**config.mk**
```make
export PLATFORM = sky130hd
export DESIGN_NAME = wind_sentence_parser
export DESIGN_NICKNAME = d
export VERILOG_FILES = /design/src/hw/rtl/wsp_pkg.sv /design/src/hw/rtl/wsp_parser.sv /design/src/hw/rtl/wind_sentence_parser.sv
export SDC_FILE = /design/constraint.sdc
export NUM_CORES = 1
export LEC_CHECK = 0
export BUFFER_PORTS_ARGS = -buffer_cell sky130_fd_sc_hd__buf_2
export CORE_MARGIN = 3
export CORE_UTILIZATION = 55
export CTS_BUF_LIST = sky130_fd_sc_hd__clkbuf_2 sky130_fd_sc_hd__clkbuf_4 sky130_fd_sc_hd__clkbuf_8
export DETAILED_ROUTE_END_ITERATION = 10
export HOLD_SLACK_MARGIN = 0.06
export PLACE_DENSITY = 0.84
export SYNTH_ARGS = -nofsm -noshare
export SYNTH_HDL_FRONTEND = slang
export SYNTH_SLANG_ARGS = --single-unit
```
**constraint.sdc**
```tcl
create_clock -name i_clk -period 13.28 [get_ports i_clk]
set_clock_uncertainty 0.2 [all_clocks]
set_input_delay 1.328 -clock i_clk [delete_from_list [all_inputs] [get_ports i_clk]]
set_output_delay 1.328 -clock i_clk [all_outputs]
set_load 0.02 [all_outputs]
```
**src/hw/rtl/wsp_pkg.sv**
```systemverilog
// Package for the wind sentence parser.
// Holds the match phase type, the result struct, character codes and sizes.
// No dependencies.
package wsp_pkg;

    localparam int LINE_BYTES_DEF = 64;
    localparam int VAL_W          = 16;

    localparam logic [7:0] CH_NUL   = 8'h00;
    localparam logic [7:0] CH_LF    = 8'h0A;
    localparam logic [7:0] CH_CR    = 8'h0D;
    localparam logic [7:0] CH_SPACE = 8'h20;
    localparam logic [7:0] CH_PLUS  = 8'h2B;
    localparam logic [7:0] CH_COMMA = 8'h2C;
    localparam logic [7:0] CH_MINUS = 8'h2D;
    localparam logic [7:0] CH_DOT   = 8'h2E;
    localparam logic [7:0] CH_ZERO  = 8'h30;
    localparam logic [7:0] CH_NINE  = 8'h39;
    localparam logic [7:0] CH_Q     = 8'h51;
    localparam logic [7:0] PRINT_LO = 8'h20;
    localparam logic [7:0] PRINT_HI = 8'h7E;

    localparam logic [6:0] SPEED_SCALE = 7'd100;

    typedef enum logic [3:0] {
        PH_Q,
        PH_COMMA,
        PH_DIR_START,
        PH_DIR_SIGN,
        PH_DIR_DIGITS,
        PH_WH_START,
        PH_WH_SIGN,
        PH_WH_DIGITS,
        PH_FR_START,
        PH_FR_SIGN,
        PH_FR_DIGITS,
        PH_DONE,
        PH_FAIL
    } t_phase;

    typedef struct packed {
        logic             emit;
        logic [VAL_W-1:0] dir;
        logic [VAL_W-1:0] speed;
    } t_result;

    // Only the low bits of each accumulator reach the outputs, so they are kept narrow.
    function automatic logic [VAL_W-1:0] push_digit(input logic [VAL_W-1:0] acc,
                                                    input logic [7:0] c);
        push_digit = (acc << 3) + (acc << 1) + VAL_W'(c[3:0]);
    endfunction

endpackage

```
**src/hw/rtl/wsp_parser.sv**
```systemverilog
// Line state and pattern matcher of the wind sentence parser.
// Updates the match phase and accumulators for one byte and forms the result.
// Depends on wsp_pkg.
module wsp_parser import wsp_pkg::*; #(
    parameter int LINE_BYTES = LINE_BYTES_DEF
) (
    input  logic       i_clk,
    input  logic       i_rst_n,
    input  logic       i_valid,
    input  logic       i_advance,
    input  logic [7:0] i_byte,
    output t_result    o_res
);

    localparam int FILL_W = $clog2(LINE_BYTES);

    t_phase           r_phase, n_phase;
    logic [FILL_W-1:0] r_fill, n_fill;
    logic             r_zero, n_zero;
    logic [VAL_W-1:0] r_dir, n_dir;
    logic [VAL_W-1:0] r_whole, n_whole;
    logic [VAL_W-1:0] r_frac, n_frac;
    logic [2:0]       r_sign, n_sign;

    logic             w_digit;
    logic             w_print;
    logic             w_line_end;
    logic [VAL_W-1:0] w_dir_s;
    logic [VAL_W-1:0] w_whole_s;
    logic [VAL_W-1:0] w_frac_s;

    assign w_digit    = i_byte inside {[CH_ZERO:CH_NINE]};
    assign w_print    = i_byte inside {[PRINT_LO:PRINT_HI]};
    assign w_line_end = (i_byte inside {CH_LF, CH_CR}) && (r_fill != '0);

    always_comb begin
        n_phase = r_phase;
        n_fill  = r_fill;
        n_zero  = r_zero;
        n_dir   = r_dir;
        n_whole = r_whole;
        n_frac  = r_frac;
        n_sign  = r_sign;
        if (w_line_end) begin
            n_phase = PH_Q;
            n_fill  = '0;
            n_zero  = 1'b0;
            n_dir   = '0;
            n_whole = '0;
            n_frac  = '0;
            n_sign  = '0;
        end else if (r_fill < FILL_W'(LINE_BYTES - 1)) begin
            n_fill = r_fill + 1'b1;
            if (!r_zero) begin
                if (i_byte == CH_NUL) begin
                    n_zero = 1'b1;
                end else if (w_print) begin
                    case (r_phase)
                        PH_Q: begin
                            n_phase = (i_byte == CH_Q) ? PH_COMMA : PH_FAIL;
                        end
                        PH_COMMA: begin
                            n_phase = (i_byte == CH_COMMA) ? PH_DIR_START : PH_FAIL;
                        end
                        PH_DIR_START: begin
                            if (i_byte == CH_SPACE) begin
                                n_phase = PH_DIR_START;
                            end else if (i_byte == CH_PLUS) begin
                                n_phase = PH_DIR_SIGN;
                            end else if (i_byte == CH_MINUS) begin
                                n_sign[0] = 1'b1;
                                n_phase   = PH_DIR_SIGN;
                            end else if (w_digit) begin
                                n_dir   = push_digit(r_dir, i_byte);
                                n_phase = PH_DIR_DIGITS;
                            end else begin
                                n_phase = PH_FAIL;
                            end
                        end
                        PH_DIR_SIGN, PH_DIR_DIGITS: begin
                            if (w_digit) begin
                                n_dir   = push_digit(r_dir, i_byte);
                                n_phase = PH_DIR_DIGITS;
                            end else if (r_phase == PH_DIR_DIGITS && i_byte == CH_COMMA) begin
                                n_phase = PH_WH_START;
                            end else begin
                                n_phase = PH_FAIL;
                            end
                        end
                        PH_WH_START: begin
                            if (i_byte == CH_SPACE) begin
                                n_phase = PH_WH_START;
                            end else if (i_byte == CH_PLUS) begin
                                n_phase = PH_WH_SIGN;
                            end else if (i_byte == CH_MINUS) begin
                                n_sign[1] = 1'b1;
                                n_phase   = PH_WH_SIGN;
                            end else if (w_digit) begin
                                n_whole = push_digit(r_whole, i_byte);
                                n_phase = PH_WH_DIGITS;
                            end else begin
                                n_phase = PH_FAIL;
                            end
                        end
                        PH_WH_SIGN, PH_WH_DIGITS: begin
                            if (w_digit) begin
                                n_whole = push_digit(r_whole, i_byte);
                                n_phase = PH_WH_DIGITS;
                            end else if (r_phase == PH_WH_DIGITS && i_byte == CH_DOT) begin
                                n_phase = PH_FR_START;
                            end else begin
                                n_phase = PH_FAIL;
                            end
                        end
                        PH_FR_START: begin
                            if (i_byte == CH_SPACE) begin
                                n_phase = PH_FR_START;
                            end else if (i_byte == CH_PLUS) begin
                                n_phase = PH_FR_SIGN;
                            end else if (i_byte == CH_MINUS) begin
                                n_sign[2] = 1'b1;
                                n_phase   = PH_FR_SIGN;
                            end else if (w_digit) begin
                                n_frac  = push_digit(r_frac, i_byte);
                                n_phase = PH_FR_DIGITS;
                            end else begin
                                n_phase = PH_FAIL;
                            end
                        end
                        PH_FR_SIGN: begin
                            if (w_digit) begin
                                n_frac  = push_digit(r_frac, i_byte);
                                n_phase = PH_FR_DIGITS;
                            end else begin
                                n_phase = PH_FAIL;
                            end
                        end
                        PH_FR_DIGITS: begin
                            if (w_digit) begin
                                n_frac = push_digit(r_frac, i_byte);
                            end else begin
                                n_phase = PH_DONE;
                            end
                        end
                        default: begin
                            n_phase = r_phase;
                        end
                    endcase
                end
            end
        end
    end

    always_comb begin
        w_dir_s     = r_sign[0] ? (VAL_W'(0) - r_dir)   : r_dir;
        w_whole_s   = r_sign[1] ? (VAL_W'(0) - r_whole) : r_whole;
        w_frac_s    = r_sign[2] ? (VAL_W'(0) - r_frac)  : r_frac;
        o_res.emit  = i_valid && w_line_end
                      && (r_phase == PH_FR_DIGITS || r_phase == PH_DONE);
        o_res.dir   = w_dir_s;
        o_res.speed = VAL_W'(w_whole_s * SPEED_SCALE) + w_frac_s;
    end

    always_ff @(posedge i_clk) begin
        if (!i_rst_n) begin
            r_phase <= PH_Q;
            r_fill  <= '0;
            r_zero  <= 1'b0;
            r_dir   <= '0;
            r_whole <= '0;
            r_frac  <= '0;
            r_sign  <= '0;
        end else if (i_advance) begin
            r_phase <= n_phase;
            r_fill  <= n_fill;
            r_zero  <= n_zero;
            r_dir   <= n_dir;
            r_whole <= n_whole;
            r_frac  <= n_frac;
            r_sign  <= n_sign;
        end
    end

endmodule

```
**src/hw/rtl/wind_sentence_parser.sv**
```systemverilog
// A byte accepted into the input register is parsed there by wsp_parser, and its result, if any,
// is captured in the output register, which drives the output transaction.
// Throughput: one byte per cycle while the input is not stalled; the input register, the single
// parse step in wsp_parser and the output register each advance once per cycle.
// The input stalls only when a line end must place a result while the output is stalled.
// Reset is synchronous and active low; it empties both registers and clears the line state.
// Top level of the wind sentence parser; depends on wsp_pkg and wsp_parser.
module wind_sentence_parser import wsp_pkg::*; #(
    parameter int LINE_BYTES = LINE_BYTES_DEF
) (
    input  logic                    i_clk,
    input  logic                    i_rst_n,
    input  logic                    i_in_valid,
    output logic                    o_in_stall,
    input  logic [7:0]              i_rx_byte,
    output logic                    o_out_valid,
    input  logic                    i_out_stall,
    output logic signed [VAL_W-1:0] o_wind_direction,
    output logic signed [VAL_W-1:0] o_wind_speed_hundredths
);

    logic             r_in_valid, n_in_valid;
    logic [7:0]       r_in_byte;
    logic             r_out_valid, n_out_valid;
    logic [VAL_W-1:0] r_out_dir;
    logic [VAL_W-1:0] r_out_speed;

    logic    w_out_free;
    logic    w_take;
    logic    w_in_accept;
    t_result w_res;

    wsp_parser #(
        .LINE_BYTES(LINE_BYTES)
    ) u_parser (
        .i_clk     (i_clk),
        .i_rst_n   (i_rst_n),
        .i_valid   (r_in_valid),
        .i_advance (w_take),
        .i_byte    (r_in_byte),
        .o_res     (w_res)
    );

    assign w_out_free  = !r_out_valid || !i_out_stall;
    assign w_take      = r_in_valid && (!w_res.emit || w_out_free);
    assign o_in_stall  = r_in_valid && !w_take;
    assign w_in_accept = i_in_valid && !o_in_stall;

    always_comb begin
        n_in_valid = r_in_valid;
        if (w_in_accept) begin
            n_in_valid = 1'b1;
        end else if (w_take) begin
            n_in_valid = 1'b0;
        end
        n_out_valid = r_out_valid;
        if (w_take && w_res.emit) begin
            n_out_valid = 1'b1;
        end else if (!i_out_stall) begin
            n_out_valid = 1'b0;
        end
    end

    always_ff @(posedge i_clk) begin
        if (!i_rst_n) begin
            r_in_valid  <= 1'b0;
            r_out_valid <= 1'b0;
        end else begin
            r_in_valid  <= n_in_valid;
            r_out_valid <= n_out_valid;
        end
    end

    always_ff @(posedge i_clk) begin
        if (w_in_accept) begin
            r_in_byte <= i_rx_byte;
        end
        if (w_take && w_res.emit) begin
            r_out_dir   <= w_res.dir;
            r_out_speed <= w_res.speed;
        end
    end

    assign o_out_valid             = r_out_valid;
    assign o_wind_direction        = $signed(r_out_dir);
    assign o_wind_speed_hundredths = $signed(r_out_speed);

endmodule

```
=== Word level (Yosys, flattened, before mapping) ===
Cells that the tools add are included.
W data, S select, Z words.

* Bits in registers: 104

* $add $sub $neg: 11
* Multiply operators: 1
* $lt $le $gt $ge: 5
* Equality and inequality tests: 34
* Mux-type cells: 79
* Reduce and logical (&&, ||, !) cells: 45

{| class="wikitable"
|+ Operators by type and width
! kind !! count
|-
| $mux W16 || 30
|-
| $pmux W16 S2 || 3
|-
| $mux W4 || 22
|-
| $add A16 B16 Y16 || 4
|-
| $reduce_and A9 Y1 || 6
|-
| $add A16 B4 Y16 || 3
|-
| $sub A1 B16 Y16 const A || 3
|-
| $eq A8 B6 Y1 const B || 5
|-
| $pmux W4 S9 || 1
|-
| $ne A3 B2 Y1 const B || 9
|-
| $mux W3 || 7
|-
| $eq A4 B3 Y1 const B || 4
|-
| $eq A4 B4 Y1 const B || 4
|-
| $eq A8 B4 Y1 const B || 2
|-
| $ge A8 B6 Y1 const B || 2
|-
| $mul A16 B5 Y14 const B || 1
|-
| $reduce_bool A2 Y1 || 8
|-
| $mux W1 || 14
|-
| $mux W6 || 2
|-
| $logic_and A1 B1 Y1 || 11
|-
| $reduce_bool A10 Y1 || 1
|-
| $reduce_bool A3 Y1 || 3
|-
| $eq A4 B2 Y1 const B || 2
|-
| $eq A8 B7 Y1 const B || 1
|-
| 16 further kinds || 27
|}

=== Longest topological paths before layout ===
* Depth after elaboration: 13
* Mapped depth: 21
* Gate-level depth less buffers: 21

=== Cells and area by module ===
From an unflattened synthesis, not the netlist that was laid out.

* Cell total of the unflattened synthesis: 974
* Area total of the unflattened synthesis: 8722.1 sq um

{| class="wikitable"
|+ By module, submodules not included
! module !! instances !! cells each !! area an instance (sq um) !! seq. area each (sq um)
|-
| wsp_parser || 1 || 923 || 7425.9 || 1201.2
|-
| wind_sentence_parser || 1 || 51 || 1296.2 || 1241.2
|}

=== Worst setup path after synthesis ===
No wires, ideal clock.

* Path kind: register to register
* Start: register u_parser.r_whole[0]
* End: register r_out_speed[15], in the netlist o_wind_speed_hundredths[15] (data pin)
* Setup time: 0.260 ns
* Arrival time: 4.609 ns
* Path slack: 8.212 ns
* Cell stages (with the launch flop): 21
* Path buffers: 0
* Cell sequence: dfxtp_1 > or4_1 > o41ai_1 > xor2_1 > inv_1 > ha_1 > ha_1 > inv_1 > fa_1 > inv_1 > ha_1 > inv_1 > nor2_1 > nor2_1 > a21oi_1 > xor2_1 > ha_1 > and3_1 > a221o_1 > a21oi_1 > xnor2_1

{| class="wikitable"
|+ RTL lines
! item !! RTL line !! RTL
|-
| start: declaration || wsp_parser.sv:21 || <nowiki>logic [VAL_W-1:0] r_whole, n_whole;</nowiki>
|-
| start signal: assignment || wsp_parser.sv:178 || <nowiki>r_whole <= n_whole;</nowiki>
|-
| end signal: assignment || wind_sentence_parser.sv:80 || <nowiki>r_out_speed <= w_res.speed;</nowiki>
|-
| end: declaration || wind_sentence_parser.sv:26 || <nowiki>logic [VAL_W-1:0] r_out_speed;</nowiki>
|}

==> metrics <==
gpl congestion 0.923; WP buf/inv 4; die area 17,200 um2; Final ANT Viol Nets 0; top-area cell type share of the netlist area 17.7%; hold-fix buffers at CTS 0; Hold Vio Cnt, Final 0; worst hold path type reg -> reg; Synth Register Bits 102; cell area power density 61.8 nW/um2; area leader, netlist ha_1; Net Sw Power 0.143 mW; nets 1,139; critical path depth 20; wire per inst 15.3 um; Routed WL 18,400 um; Ys Warns 0; top cells by area, synth ha_1 18%, dfxtp_1 14%, edfxtp_1 14%; critical path type reg -> reg; R2R Path End o_wind_speed_hundredths[15]; sequential share of the synthesized area 28.3%; # port buffers 45; Critical path origin u_parser.r_whole[0]; DRT iter0 DRCs 452; Reg2Reg Launch Point u_parser.r_whole[0]; clock buffer depth 2; Post-Syn Area 8630 um2; CP Cell Sequence or4_1 > o41ai_1 > xor2_1 > inv_1 > ha_1 > ha_1 > inv_1 > fa_1 > inv_1 > ha_1 > inv_1 > nor2_1 > nor2_1 > a21oi_1 > xor2_1 > ha_1 > and3_1 > a221o_1 > a21oi_1 > xnor2_1; dpl hpwl 13,700 um; internal power 0.427 mW; Worst-Margin Slew 1.06 ns; vias in the first global route 6,829; MaxCap Viol Count 0; Synth cell types 75; Total GRT Usage 21.4%; Startpoint Class register; CTS root buf clkbuf_8; I/O pin total 46; Post-Syn Instances 969; CTS-repair resized insts 0; Leak Pwr 4.33 nW; Final Slew Violations 0; post-layout util 60.3%; layout cells sized above 1 8.63%; most frequent cells in the layout 122 x ha_1, 83 x nor2_1, 77 x xnor2_1; Vias/cell 5.95; DIE WIDTH 131 um; Comb pwr share 4.7%; setup bufs post-CTS 0; Sink Count 102; worst r2r path cells 20; Critical Path Fanout Max 9; Max Freq 182 MHz; largest net degree at the start of global routing 52; unrepaired setup endpoints after global routing false; Reg2Reg Setup Slack 7.79 ns; remaining global-route overflow 0; setup TNS 0 ns; number of synthesized flops with an enable pin 40; Largest delay share family, worst path adder cells; Rows 45; initial antenna violation count 0; max incr delay on CP 0.66 ns; Synth Net Count 1,117; CORE AREA 15,300 um2; Synth Area per Inst 8.91 um2; Switching Share 25.0%; TritonCTS Buffers 9; relative slew slack 29.4%; Starting Density 56.6%; WP data arrival 5.44 ns; Worst setup EP type register; chip height 131 um; most common cell after layout, fill and taps aside ha_1; # H-tree levels 3; Most used DFF post-synth dfxtp_1; Synth async-reset ratio 0%; DRC violations left 0; endpoints failing setup 0; CTS tree built; clock latency at the later pin of the worst-skew pair 0.39 ns; first-pass GRT wire length 31,200 um; Final Power 0.569 mW; Period minus WS final 5.49 ns; # diodes 0; Final period util 41.3%; slowest CP cell or4_1; status finished, final reports clean; worst endpoint required time 13.23 ns; DR pass1 iterations 5; clock power share 36.5%; Reg clk slew, reported paths 0.10 ns; sequential share of power 58.8%; Max IR drop VDD 0.0965 mV; Fin Hold WS 0.314 ns; vias post-DR 7,176; Area growth, synth to finish 6.66%; crit path to o_wind_speed_hundredths[15]
synth_stat cells (5+ instances only):
cell and number:
a31oi_1 6, o31ai_1 15, nor3_1 26, o21ai_0 34, fa_1 14, clkbuf_1 32
xnor2_1 77, a21o_1 25, nand4_1 13, o21a_1 6, nor2b_1 8, nor2_1 85
o41ai_1 8, edfxtp_1 40, nand2_1 65, mux2i_1 6, buf_2 5, ha_1 122
nand2b_1 7, dfxtp_1 62, a21oi_1 76, o21bai_1 8, a22oi_1 13, inv_1 63
xor2_1 30, nand3b_1 6, or4_1 7, or3_1 9, nand3_1 19, and3_1 6
per-stage QoR:
step,instances,cell area (um2),setup WS [ns]
after floorplan,969,8630,8.21
after global placement,1191,9000,7.99
after detailed placement,1191,9000,7.84
after CTS,1207,9200,7.80
after global routing,1207,9200,7.37
final,1207,9200,7.79
power by group through the flow:
| stage | Sequential [mW] | Clock [mW] | Combinational, mW |
|---|---|---|---|
| finish | 0.335 | 0.208 | 0.0269 |
| global route | 0.335 | 0.226 | 0.0306 |
| CTS | 0.334 | 0.213 | 0.0267 |
| detailed placement | 0.342 | 0 | 0.0265 |
| global placement | 0.341 | 0 | 0.0257 |
| floorplan | 0.336 | 0 | 0.0244 |
layer usage:
layer	GRT usage, %	wire length [um]
met1	26.4	8130
met2	36.8	8840
met3	4.44	919
met4	8.52	527
met5	0	0
registers in the layout, indices dropped and copies added, names as in the netlist:
name	count
o_out_valid	1
o_wind_direction	16
o_wind_speed_hundredths	16
r_in_byte	8
r_in_valid	1
u_parser.r_dir	16
u_parser.r_fill	6
u_parser.r_frac	16
u_parser.r_phase	4
u_parser.r_sign	3
u_parser.r_whole	14
u_parser.r_zero	1
layout make-up:
type,count,area (um2)
Timing Repair Buffer,50,263
Clock buffer,9,124
Multi-Input combinational cell,765,5800
Clock inverter,7,77.6
Fill cell,1283,6050
Tap cell,211,264
Inverter,63,236
Sequential cell,102,2440
tightest hold or removal path: cells and delay by family, from the launching register on:
kind / cells / cell delay (ns)
flops: 1 / 0.35
simple gates: 1 / 0.07
compound gates: 1 / 0.06
worst min-delay path by stage:
stage          cells past startpoint            startpoint                    to  slack [ns]
2_1_floorplan                      2  u_parser.r_whole[13]  u_parser.r_whole[13]        0.26
3_3_place_gp                       2    u_parser.r_fill[1]    u_parser.r_fill[1]        0.29
3_5_place_dp                       2  u_parser.r_whole[13]  u_parser.r_whole[13]        0.30
4_1_cts                            2  u_parser.r_whole[12]  u_parser.r_whole[12]        0.31
5_1_grt                            2  u_parser.r_whole[13]  u_parser.r_whole[13]        0.34
6_report                           2  u_parser.r_whole[13]  u_parser.r_whole[13]        0.31
logic make-up after synthesis:
family / share of synthesized area, %
adders and majority gates: 21.2
DFF: 28.3
AOI/OAI and AO/OA: 18.8
buffers and inverters: 4.64
xor gates and xnor gates: 10.9
muxes: 0.696
and+or+nand+nor: 15.6
Note: power is estimated with default switching activity, not from simulation.
